## src/design/l2rs_pkg.sv

```systemverilog
// Shared types, constants and Lanczos2 weight tables for the line resampler.
// Used by l2rs_mac and lanczos2_line_resampler_core; no dependencies.
package l2rs_pkg;

    localparam int PIX_BITS         = 12;
    localparam int WEIGHT_FRAC_BITS = 14;
    localparam int WIN_TAPS         = 8;
    localparam int WIN_IDX_W        = $clog2(WIN_TAPS);
    localparam int POS_W            = 13;
    localparam int WGT_W            = 16;
    localparam int PROD_W           = WGT_W + PIX_BITS + 1;
    localparam int ACC_W            = PROD_W + 3;
    localparam int MODE_W           = 2;
    localparam int TDATA_W          = 16;

    localparam logic [POS_W-1:0] POS_TOP = {POS_W{1'b1}};

    typedef logic [PIX_BITS-1:0]              t_pix;
    typedef t_pix [WIN_TAPS-1:0]              t_win;
    typedef logic signed [WGT_W-1:0]          t_wgt;
    typedef logic [WIN_IDX_W-1:0]             t_widx;

    typedef enum logic [1:0] {
        OP_COPY = 2'd0,
        OP_UP   = 2'd1,
        OP_HALF = 2'd2
    } t_op;

    // Mode register codes.
    localparam logic [MODE_W-1:0] MODE_COPY = 2'd0;
    localparam logic [MODE_W-1:0] MODE_UP   = 2'd1;
    localparam logic [MODE_W-1:0] MODE_HALF = 2'd2;

    typedef struct packed {
        logic valid;
        t_op  op;
        logic mark_last;
        t_pix copy_pix;
    } t_ctrl;

    // Upscale lanes: lanes 0..3 give the even phase (window taps 3..6),
    // lanes 4..7 give the odd phase (window taps 4..7).
    localparam t_wgt UP_W [WIN_TAPS] = '{
        -16'sd290, 16'sd3817, 16'sd14231, -16'sd1374,
        -16'sd1374, 16'sd14231, 16'sd3817, -16'sd290
    };
    localparam t_widx UP_IDX [WIN_TAPS] = '{
        3'd3, 3'd4, 3'd5, 3'd6, 3'd4, 3'd5, 3'd6, 3'd7
    };
    // Half-rate kernel over the whole window, sums to one half of 2^14 per side.
    localparam t_wgt HALF_W [WIN_TAPS] = '{
        -16'sd145, -16'sd687, 16'sd1909, 16'sd7115,
        16'sd7115, 16'sd1909, -16'sd687, -16'sd145
    };

    function automatic t_op mode_to_op(input logic [MODE_W-1:0] mode);
        t_op op;
        unique case (mode)
            MODE_UP:   op = OP_UP;
            MODE_HALF: op = OP_HALF;
            default:   op = OP_COPY;
        endcase
        return op;
    endfunction

endpackage

```

## src/design/l2rs_mac.sv

```systemverilog
// Two-stage filter datapath: eight weighted taps, then sums, rounding and clamping.
// Depends on l2rs_pkg for the window type, weight tables and control struct.
module l2rs_mac import l2rs_pkg::*; (
    input  logic  i_clk,
    input  logic  i_rst_n,
    input  t_win  i_win,
    input  t_ctrl i_ctrl,
    output t_ctrl o_ctrl,
    output t_pix  o_res0,
    output t_pix  o_res1
);

    localparam logic signed [ACC_W-1:0] ROUND = ACC_W'(1) <<< (WEIGHT_FRAC_BITS - 1);
    localparam logic signed [ACC_W-1:0] TOP   = ACC_W'(1) <<< (WEIGHT_FRAC_BITS + PIX_BITS);

    logic signed [PROD_W-1:0] r_prod [WIN_TAPS];
    logic signed [PROD_W-1:0] n_prod [WIN_TAPS];
    t_ctrl                    r_ctrl_p;
    t_ctrl                    r_ctrl_s;
    t_pix                     r_res0;
    t_pix                     r_res1;
    logic signed [ACC_W-1:0]  w_lo;
    logic signed [ACC_W-1:0]  w_hi;
    logic signed [ACC_W-1:0]  w_acc0;

    // Rounded sum to pixel: negative or zero gives 0, overflow gives full scale.
    function automatic t_pix round_clamp(input logic signed [ACC_W-1:0] acc);
        logic signed [ACC_W-1:0] r;
        t_pix                    v;
        r = acc + ROUND;
        if (r <= 0) begin
            v = '0;
        end else if (r >= TOP) begin
            v = '1;
        end else begin
            v = r[WEIGHT_FRAC_BITS +: PIX_BITS];
        end
        return v;
    endfunction

    always_comb begin
        for (int i = 0; i < WIN_TAPS; i++) begin
            if (i_ctrl.op == OP_HALF) begin
                n_prod[i] = PROD_W'(HALF_W[i] * $signed({1'b0, i_win[i]}));
            end else begin
                n_prod[i] = PROD_W'(UP_W[i] * $signed({1'b0, i_win[UP_IDX[i]]}));
            end
        end
    end

    always_comb begin
        w_lo = ACC_W'(r_prod[0]) + ACC_W'(r_prod[1]) + ACC_W'(r_prod[2]) + ACC_W'(r_prod[3]);
        w_hi = ACC_W'(r_prod[4]) + ACC_W'(r_prod[5]) + ACC_W'(r_prod[6]) + ACC_W'(r_prod[7]);
        w_acc0 = (r_ctrl_p.op == OP_HALF) ? (w_lo + w_hi) : w_lo;
    end

    always_ff @(posedge i_clk) begin
        r_prod             <= n_prod;
        r_ctrl_p.op        <= i_ctrl.op;
        r_ctrl_p.mark_last <= i_ctrl.mark_last;
        r_ctrl_p.copy_pix  <= i_ctrl.copy_pix;
        r_ctrl_s.op        <= r_ctrl_p.op;
        r_ctrl_s.mark_last <= r_ctrl_p.mark_last;
        r_ctrl_s.copy_pix  <= r_ctrl_p.copy_pix;
        r_res0             <= round_clamp(w_acc0);
        r_res1             <= round_clamp(w_hi);
        if (!i_rst_n) begin
            r_ctrl_p.valid <= 1'b0;
            r_ctrl_s.valid <= 1'b0;
        end else begin
            r_ctrl_p.valid <= i_ctrl.valid;
            r_ctrl_s.valid <= r_ctrl_p.valid;
        end
    end

    assign o_ctrl = r_ctrl_s;
    assign o_res0 = r_res0;
    assign o_res1 = r_res1;

endmodule

```

## src/design/lanczos2_line_resampler_core.sv

```systemverilog
// Lanczos2 line resampler top level: window sequencer, result queue and ports.
// Depends on l2rs_pkg and instantiates l2rs_mac for the filter arithmetic.
//
// Usage: pixels of one line enter on the slave stream (tdata = pixel, tlast marks
// the final pixel of the line). Resampled pixels leave on the master stream with
// tlast set on the final output of each line. Reset selects upscale. The user must
// write the mode register on the configuration channel only while the block is idle;
// the block does not enforce it. Codes: 0 copies, 1 upscales by two, 2 downscales
// by half, 3 behaves as copy. The first pixel of a line fills the whole 8-tap window,
// and after the last pixel the block pushes that pixel again (two extra window steps
// in upscale, three or four in half mode) to produce the outputs that hang past the
// line edge; input ready is low during those steps.
// An input transaction goes through the window register, product register and sum
// register, then a queue write, before its first result. While the queue has room,
// the window advances once per cycle and copy and half mode take an item every cycle;
// upscale mode gives two results per window step, so with a receiver taking one
// transaction per cycle its input is held back by the single output port draining
// the 16-entry result queue.
// A stalled receiver fills the queue; each window step reserves its result slots
// up front, and input ready drops once fewer than two free slots remain, so no
// result is ever dropped and the block resumes at full rate when the stall ends.
module lanczos2_line_resampler_core import l2rs_pkg::*; (
    input  logic                 i_clk,
    input  logic                 i_rst_n,
    // Configuration channel: scale_mode[1:0].
    input  logic                 i_cfg_valid,
    output logic                 o_cfg_ready,
    input  logic [MODE_W-1:0]    i_cfg_data,
    // Input stream.
    input  logic                 i_s_tvalid,
    output logic                 o_s_tready,
    input  logic [TDATA_W-1:0]   i_s_tdata,   // [11:0] pixel_in, [15:12] zero
    input  logic                 i_s_tlast,   // last_in_line
    // Output stream.
    output logic                 o_m_tvalid,
    input  logic                 i_m_tready,
    output logic [TDATA_W-1:0]   o_m_tdata,   // [11:0] pixel_out, [15:12] zero
    output logic                 o_m_tlast    // last_out
);

    localparam int FIFO_DEPTH = 16;
    localparam int FIFO_AW    = $clog2(FIFO_DEPTH);
    localparam int CNT_W      = FIFO_AW + 1;
    localparam logic [CNT_W-1:0] ROOM_LIMIT = CNT_W'(FIFO_DEPTH - 2);

    // Mode register and line sequencer state.
    logic [MODE_W-1:0]  r_scale_mode;
    logic [POS_W-1:0]   r_pos;
    logic [2:0]         r_flush_cnt;
    t_op                r_run_op;
    t_pix               r_hold;
    t_win               r_win;
    t_ctrl              r_c1;

    // Result queue.
    t_pix               r_fifo_pix  [FIFO_DEPTH];
    logic               r_fifo_last [FIFO_DEPTH];
    logic [FIFO_AW-1:0] r_wr;
    logic [FIFO_AW-1:0] r_rd;
    logic [CNT_W-1:0]   r_cnt;
    logic [CNT_W-1:0]   r_used;

    logic               w_flushing;
    logic               w_room;
    logic               w_step;
    t_pix               w_pix;
    t_op                w_op;
    logic               w_fill;
    logic               w_emit;
    logic               w_final;
    logic [2:0]         w_cnt_init;
    logic [POS_W-1:0]   w_next_pos;
    logic [CNT_W-1:0]   w_resv;
    logic               w_pop;
    t_ctrl              w_c3;
    t_pix               w_res0;
    t_pix               w_res1;
    logic [CNT_W-1:0]   w_wr_n;
    logic [FIFO_AW-1:0] w_wr1;

    assign o_cfg_ready = 1'b1;

    always_ff @(posedge i_clk) begin
        if (!i_rst_n) begin
            r_scale_mode <= MODE_UP;
        end else if (i_cfg_valid && o_cfg_ready) begin
            r_scale_mode <= i_cfg_data;
        end
    end

    // One window step per cycle when the queue has room: either an accepted pixel or
    // an edge replication after the last pixel of a line.
    always_comb begin
        w_flushing = (r_flush_cnt != '0);
        w_room     = (r_used <= ROOM_LIMIT);
        w_pix      = w_flushing ? r_hold : i_s_tdata[PIX_BITS-1:0];
        w_op       = w_flushing ? r_run_op : mode_to_op(r_scale_mode);
        w_fill     = !w_flushing && (r_pos == '0);
        w_step     = w_room && (w_flushing || i_s_tvalid);
        o_s_tready = w_room && !w_flushing;

        case (w_op)
            OP_UP: begin
                w_emit     = (r_pos >= POS_W'(2));
                w_cnt_init = 3'd2;
            end
            OP_HALF: begin
                w_emit     = (r_pos >= POS_W'(4)) && !r_pos[0];
                w_cnt_init = r_pos[0] ? 3'd3 : 3'd4;
            end
            default: begin
                w_emit     = 1'b1;
                w_cnt_init = 3'd0;
            end
        endcase

        // The closing step of a line always produces a result, which carries tlast.
        w_final    = w_flushing ? (r_flush_cnt == 3'd1) : (i_s_tlast && w_cnt_init == '0);
        w_next_pos = (r_pos == POS_TOP) ? POS_TOP - POS_W'(1) : r_pos + POS_W'(1);

        if (w_step && w_emit) begin
            w_resv = (w_op == OP_UP) ? CNT_W'(2) : CNT_W'(1);
        end else begin
            w_resv = '0;
        end
    end

    always_ff @(posedge i_clk) begin
        if (w_step) begin
            if (w_fill) begin
                r_win <= {WIN_TAPS{w_pix}};
            end else begin
                r_win <= {w_pix, r_win[WIN_TAPS-1:1]};
            end
        end
        r_c1.op        <= w_op;
        r_c1.mark_last <= w_final;
        r_c1.copy_pix  <= w_pix;
        if (w_step && !w_flushing) begin
            r_hold <= w_pix;
        end

        if (!i_rst_n) begin
            r_pos       <= '0;
            r_flush_cnt <= '0;
            r_run_op    <= OP_UP;
            r_c1.valid  <= 1'b0;
        end else begin
            r_c1.valid <= w_step && w_emit;
            if (w_step) begin
                r_pos <= w_final ? '0 : w_next_pos;
                if (w_flushing) begin
                    r_flush_cnt <= r_flush_cnt - 3'd1;
                end else begin
                    r_run_op <= w_op;
                    if (i_s_tlast) begin
                        r_flush_cnt <= w_cnt_init;
                    end
                end
            end
        end
    end

    l2rs_mac u_mac (
        .i_clk   (i_clk),
        .i_rst_n (i_rst_n),
        .i_win   (r_win),
        .i_ctrl  (r_c1),
        .o_ctrl  (w_c3),
        .o_res0  (w_res0),
        .o_res1  (w_res1)
    );

    // Result queue: one or two entries per finished step, one read per cycle on tready.
    always_comb begin
        w_pop = o_m_tvalid && i_m_tready;
        w_wr1 = r_wr + FIFO_AW'(1);
        if (w_c3.valid) begin
            w_wr_n = (w_c3.op == OP_UP) ? CNT_W'(2) : CNT_W'(1);
        end else begin
            w_wr_n = '0;
        end
    end

    always_ff @(posedge i_clk) begin
        if (w_c3.valid) begin
            r_fifo_pix[r_wr]  <= (w_c3.op == OP_COPY) ? w_c3.copy_pix : w_res0;
            r_fifo_last[r_wr] <= w_c3.mark_last && (w_c3.op != OP_UP);
            if (w_c3.op == OP_UP) begin
                r_fifo_pix[w_wr1]  <= w_res1;
                r_fifo_last[w_wr1] <= w_c3.mark_last;
            end
        end

        if (!i_rst_n) begin
            r_wr   <= '0;
            r_rd   <= '0;
            r_cnt  <= '0;
            r_used <= '0;
        end else begin
            r_wr   <= r_wr + FIFO_AW'(w_wr_n);
            r_rd   <= r_rd + FIFO_AW'(w_pop);
            r_cnt  <= r_cnt + w_wr_n - CNT_W'(w_pop);
            r_used <= r_used + w_resv - CNT_W'(w_pop);
        end
    end

    assign o_m_tvalid = (r_cnt != '0);
    assign o_m_tdata  = TDATA_W'(r_fifo_pix[r_rd]);
    assign o_m_tlast  = r_fifo_last[r_rd];

`ifndef SYNTHESIS
    // Reservations never exceed the queue.
    a_used_bound: assert property (@(posedge i_clk) disable iff (!i_rst_n)
        r_used <= CNT_W'(FIFO_DEPTH))
        else $error("result reservations exceed queue depth");

    // Stored results are always covered by reservations.
    a_cnt_covered: assert property (@(posedge i_clk) disable iff (!i_rst_n)
        r_cnt <= r_used)
        else $error("queue holds results that were never reserved");

    // No new pixel is taken while the line end is being replicated.
    a_no_accept_in_flush: assert property (@(posedge i_clk) disable iff (!i_rst_n)
        (r_flush_cnt != '0) |-> !o_s_tready)
        else $error("input ready during line-end flush");
`endif

endmodule
```

## config.mk

```make
export PLATFORM = sky130hd
export DESIGN_NAME = lanczos2_line_resampler_core
export DESIGN_NICKNAME = d
export VERILOG_FILES = /design/src/design/l2rs_pkg.sv /design/src/design/l2rs_mac.sv /design/src/design/lanczos2_line_resampler_core.sv
export SDC_FILE = /design/constraint.sdc
export NUM_CORES = 2
export LEC_CHECK = 0
export BUFFER_PORTS_ARGS = -buffer_cell sky130_fd_sc_hd__buf_2
export CAP_MARGIN = 20
export CORE_UTILIZATION = 70
export DETAILED_ROUTE_END_ITERATION = 12
export PLACE_DENSITY_LB_ADDON = 0.08
export RECOVER_POWER = 100
export SKIP_LAST_GASP = 1
export SYNTH_ARGS = -nofsm -noshare
export SYNTH_HDL_FRONTEND = slang
export SYNTH_HIERARCHICAL = 1
export SYNTH_SLANG_ARGS = --single-unit
```

## constraint.sdc

```tcl
create_clock -name i_clk -period 16.7 [get_ports i_clk]
set_input_delay 2.505 -clock i_clk [delete_from_list [all_inputs] [get_ports i_clk]]
set_output_delay 2.505 -clock i_clk [all_outputs]
set_load 0.05 [all_outputs]
```

* Word-level counts from Yosys, hierarchy flattened *
Memory sizes are Yosys's and may differ from the RTL's. A register that Yosys moved wholly into a read port is not among the register bits.
Cells that the tools add are included.

operators by class
  add/subtract/negate cells = 18
  multiply operators = 15
  divide/modulo/power cells = 0
  $lt $le $gt $ge = 7
  eq/ne operators = 10
  shift-type cells = 0
  mux-type cells = 35
  bitwise gates (word level) = 1
  reduce and logical (&&, ||, !) cells = 20

operator list
  kind                      number
  $mux W29                  8
  $mul A11 B13 Y24 const A  4
  $mul A9 B13 Y22 const A   4
  $mux W84                  1
  $add A32 B15 Y32 const B  2
  $add A32 B29 Y32          2
  $ge A32 B28 Y1 const B    2
  $le A32 B1 Y1 const B     2
  $add A30 B29 Y31          2
  $add A29 B29 Y30          2
  $mul A13 B12 Y25 const A  2
  $mul A12 B12 Y24 const A  2
  $mux W12                  4
  $mul A11 B12 Y23 const A  2
  $add A32 B32 Y32          1
  $mux W32                  1
  $mul A14 B12 Y26 const A  1
  $mux W13                  2
  $add A13 B1 Y13 const B   1
  $eq A13 B13 Y1 const B    1
  $ge A13 B2 Y1 const B     1
  $ge A13 B3 Y1 const B     1
  $logic_not A13 Y1         1
  $add A5 B5 Y5             2
  27 further kinds          55

word-level totals
  flip-flop bits (word level) = 450
  bits in latches = 0
  memory bits (writable) = 208
  ROM bits = 0
  input bits = 24
  output and inout bits = 20
  word-level logic and storage cells = 151
  memories kept = 2

memories
  name         depth  width  read ports  clocked after memory_dff  write ports  line                                RTL
  r_fifo_pix   16     12     1           1                         2            lanczos2_line_resampler_core.sv:56  t_pix r_fifo_pix [FIFO_DEPTH];
  r_fifo_last  16     1      1           1                         2            lanczos2_line_resampler_core.sv:57  logic r_fifo_last [FIFO_DEPTH];

* Depth between registers and ports, before layout *
  depth after elaboration = 9
  mapped depth = 31
  depth with buffers taken out = 29

* By module *
The synthesis kept the hierarchy.

by module, submodules not included
  module                        instances  cells an instance  area each (µm²)  sequential area each (µm²)
  l2rs_mac                      1          5177               48514.0          5064.9
  lanczos2_line_resampler_core  1          1183               17692.0          10570.1

* Worst setup path before layout *
OpenSTA, ideal clock, no wires.

  path type = register -> register
  from = register u_mac/r_prod[1] (netlist name)
  to = register u_mac.r_res0[10], in the netlist u_mac/o_res0[10]
  library setup time = 0.087 ns
  arrival = 6.732 ns
  slack = 9.881 ns
  cell stages (with the launch flop) = 28
  path buffers = 1
  cells stage by stage = dfxtp_1 > fa_1 > fa_1 > ha_1 > inv_1 > fa_1 > nand2b_1 > a21oi_1 > nor2_1 > o21a_1 > o221ai_1 > a21oi_1 > xnor2_1 > ha_1 > clkbuf_1 > a211o_1 > a21oi_1 > nor3_1 > nor3_1 > o311ai_1 > o31ai_1 > mux2i_1 > a211oi_1 > or4b_2 > nand4b_1 > xnor3_2 > a41o_2 > o31ai_1

between the ends
  cells in the longest elaborated chain, start to end = 6

ends and longest elaborated chain
  what                    line            RTL
  from (decl)             l2rs_mac.sv:16  logic signed [PROD_W-1:0] r_prod [WIN_TAPS];
  from (signal assigned)  l2rs_mac.sv:58  r_prod <= n_prod;
  $add A32 B29 Y32 (*)    l2rs_mac.sv:53  w_hi = ACC_W'(r_prod[4]) + ACC_W'(r_prod[5]) + ACC_W'(r_prod[6]) + ACC_W'(r_prod[7]);
  $add A32 B32 Y32 (*)    l2rs_mac.sv:54  w_acc0 = (r_ctrl_p.op == OP_HALF) ? (w_lo + w_hi) : w_lo;
  $mux W32 (*)            l2rs_mac.sv:54
  $add A32 B15 Y32 (*)    l2rs_mac.sv:30  r = acc + ROUND;
  $ge A32 B28 Y1          l2rs_mac.sv:33  end else if (r >= TOP) begin
  $mux W12                l2rs_mac.sv:33
  to (signal assigned)    l2rs_mac.sv:65  r_res0 <= round_clamp(w_acc0);
  to (decl)               l2rs_mac.sv:20  t_pix r_res0;

Mark *: on every way between the ends. The rest lies on a longest branch, timed or not.
A chain may end at the register's enable or synchronous reset.

* Worst setup path in the final report *
  from = register u_mac/r_prod[1] (netlist name)
  to = register u_mac.r_res0[11], in the netlist u_mac/o_res0[11]

The elaborated chain is that of the path after synthesis.

==> flow_summary.toml <==
[cts]
clock_path_buffers = 3
htree_levels = 3
clkTransAtPathRegs_ns = 0.06
clockRootBuffer = "clkbuf_16"
cts_tree = "yes"
cts_resized = 0
cts.sinks = 623
hold_buffers = 0
insertion_delay_ns = 0.65
cts_buffers = 71
cts_setup_buffers = 0

[global_routing]
grt_use_total_pct = 37.3
grt_first_pass_wirelength_um = 269000
grt_antenna_before_repair = 7
grt_pass1_vias = 47500
overflow = 0
grt_max_degree = 67

[yosys]
synth_edf_count = 316
synth_seq_cells = 623
synth_area_leaders = "fa_1, ha_1, edfxtp_1"
async_reset_ff_share_pct = 0
yosysUniqueCellTypes = 93
synth_cells = 6360
synthesis.area_um2 = 66200
ys_warn_count = 6
synth_top_cell_by_area = "fa_1"
postSynthAreaPerCell_um2 = 10.4
synthFlopType = "edfxtp_1"
synth_top_area_share_pct = 21.1
synth_seq_area_share_pct = 23.6

[floorplanning]
pin_count = 44
dieWidth_um = 310
rows = 112
dieArea_um2 = 95800
die_y_um = 310
core_area_um2 = 93500
start_util_pct = 70.8

[flow_run]
maxCapViolCount = 21

[drt]
wirelength_um = 174000
wl_per_cell_um = 22.6
first_pass_iters = 6
viasPerCell = 6.10
dr_total_vias = 46800
drtIter0Drc = 4287
drc = 0
drtAntennaViolNets = 0

[timing]
hold_ws_ns = 0.326
finalCritPeriodShare_pct = 50.7
timing.fmax_mhz = 118
slew_violations = 741
setup_tns_ns = 0
slew_headroom_pct = -173
rsz0062_at_grt = "false"
final-setup-viol-count = 0
worstMarginPinSlew_ns = 4.10
hold_viol = 0
setup_ws_ns = 8.23
period_needed_ns = 8.47
finClkSkew_ns = 0.0332

[layout]
finalCoreUtilization_pct = 74.8
drive_above_1_share_pct = 7.17
area_growth_pct = 5.55
finalNetCount = 8141

[run_status]
violations = "capacitance limit, slew limit"
status = "finished with violations"

[hold_path]
min_path_type = "register to register"

[critical_path]
worst_setup_path_end_kind = "register"
critPathLaunchType = "register"
setup.worst_path.class = "register to register"
cpMaxStageDelayCell = "nor3_1"
required_ns = 17.21
cp_slowest_stage_delay_ns = 0.72
crit_path_max_fanout = 12
cp.arrival_ns = 8.98

[place]
io_buffers = 34
gp_congestion = 0.998
hpwl_um = 137000
pre_cts_ws_ns = 8.78
-- sequential cells by signal, indices dropped and copies added (netlist names), 5 cells and up --
register and count:
r_fifo_pix 192, r_fifo_last 16, u_mac/o_res0 12, u_mac/r_ctrl_p 16, u_mac/r_prod 197, r_c1 16
u_mac/o_ctrl 16, r_cnt 5, u_mac/o_res1 12, r_pos 13, r_win 96, r_hold 12
r_used 5
-- stage by stage --
stage	instance area (um^2)	std cells
final	69900	7672
after global routing	69900	7670
after CTS	70100	7667
after detailed placement	67700	7535
after global placement	67700	7534
after floorplan	66200	6363
-- final cells by class --
cell class,count,area (um^2)
Multi-Input combinational cell,4419,45500
Fill cell,6645,23600
Sequential cell,623,15600
Inverter,1169,4390
Clock buffer,87,1900
Tap cell,1254,1570
Clock inverter,45,504
Timing Repair Buffer,73,375
Antenna cell,2,5.00
-- cells by family after synthesis --
logic type	Yosys count	synth area share (%)
adders and majority gates	1760	41.2
AOI/OAI and AO/OA	1035	10.1
and+or+nand+nor	1036	7.58
other	2	0.0113
muxes	288	5.97
DFF	623	23.6
xor gates and xnor gates	295	3.93
buffers and inverters	1321	7.59
-- metal layers --
metal,vias up,global-route usage (%),wire [um]
met5,-,0,11
met4,2,17.3,8920
met3,397,6.65,14200
met2,1820,58.4,78600
met1,23100,50.5,71900
li1,21500,-,-
-- synthesized netlist by cell type, drive strengths merged, types with 11 or more instances --
library cell and n:
nor3 93, nand2b 46, nor3b 11, nor2 236, a211oi 26, inv 1168, o31ai 35, o211ai 37
edfxtp 316, and3 23, xor2 102, or3 23, buf 31, nor2b 50, and2 22, ha 1061
nand3 93, o21ai 211, clkbuf 121, fa 699, mux2 206, mux2i 17, nor4 22, xnor2 192
nand4 21, a31oi 37, a21boi 18, mux4 65, dfxtp 307, a21o 80, or4 12, a211o 13
or2 18, nand2 340, o21bai 51, a21oi 279, o21a 142
-- worst max-delay path: cells and delay by family (launching register included) --
kind,cells,cell delay [ns]
AO/OA/AOI/OAI,10,2.51
AND/OR/NAND/NOR,7,2.08
adder cells (fa/ha/maj),5,2.06
XOR/XNOR,2,1.03
flip-flops,1,0.32
multiplexers,1,0.28
buffers and inverters,1,0.05
-- placed cells by master (no fill, tap or decap), types with 11 or more instances in the layout --
master / n
nand2b_1: 46
nand2_1: 340
and2_1: 17
a31oi_1: 37
o211ai_1: 37
nor2_1: 236
buf_4: 20
fa_1: 699
a21boi_0: 18
xnor2_1: 192
nand3_1: 93
or3_1: 22
mux2_2: 199
buf_2: 18
clkbuf_1: 46
dfxtp_1: 305
or2_2: 14
ha_1: 1061
xor2_1: 102
nor3_1: 91
or4_1: 11
o31ai_1: 35
o21bai_1: 51
a211oi_1: 24
clkbuf_16: 73
clkinv_2: 11
o21a_1: 142
nor2b_1: 49
mux4_2: 65
nand4_1: 21
nor4_1: 20
mux2i_1: 17
and3_1: 23
a21oi_1: 279
inv_1: 1168
a211o_1: 13
o21ai_0: 211
a21o_1: 80
edfxtp_1: 316
-- final timing paths --
kind                                              start                          end  slack [ns]  cells after the start
worst min-delay path                    r_c1[7]$_DFF_P_    u_mac/r_ctrl_p[7]$_DFF_P_        0.33                      0
worst max register to register  u_mac/r_prod[1]$_DFF_P_  u_mac/o_res0[11]$_SDFF_PP0_        8.23                     26
worst min register to register          r_c1[7]$_DFF_P_    u_mac/r_ctrl_p[7]$_DFF_P_        0.33                      0
worst max-delay path            u_mac/r_prod[1]$_DFF_P_  u_mac/o_res0[11]$_SDFF_PP0_        8.23                     26
Power is not shown: default switching activity piles up to over one toggle a cycle in this logic, so the estimate is an artifact.
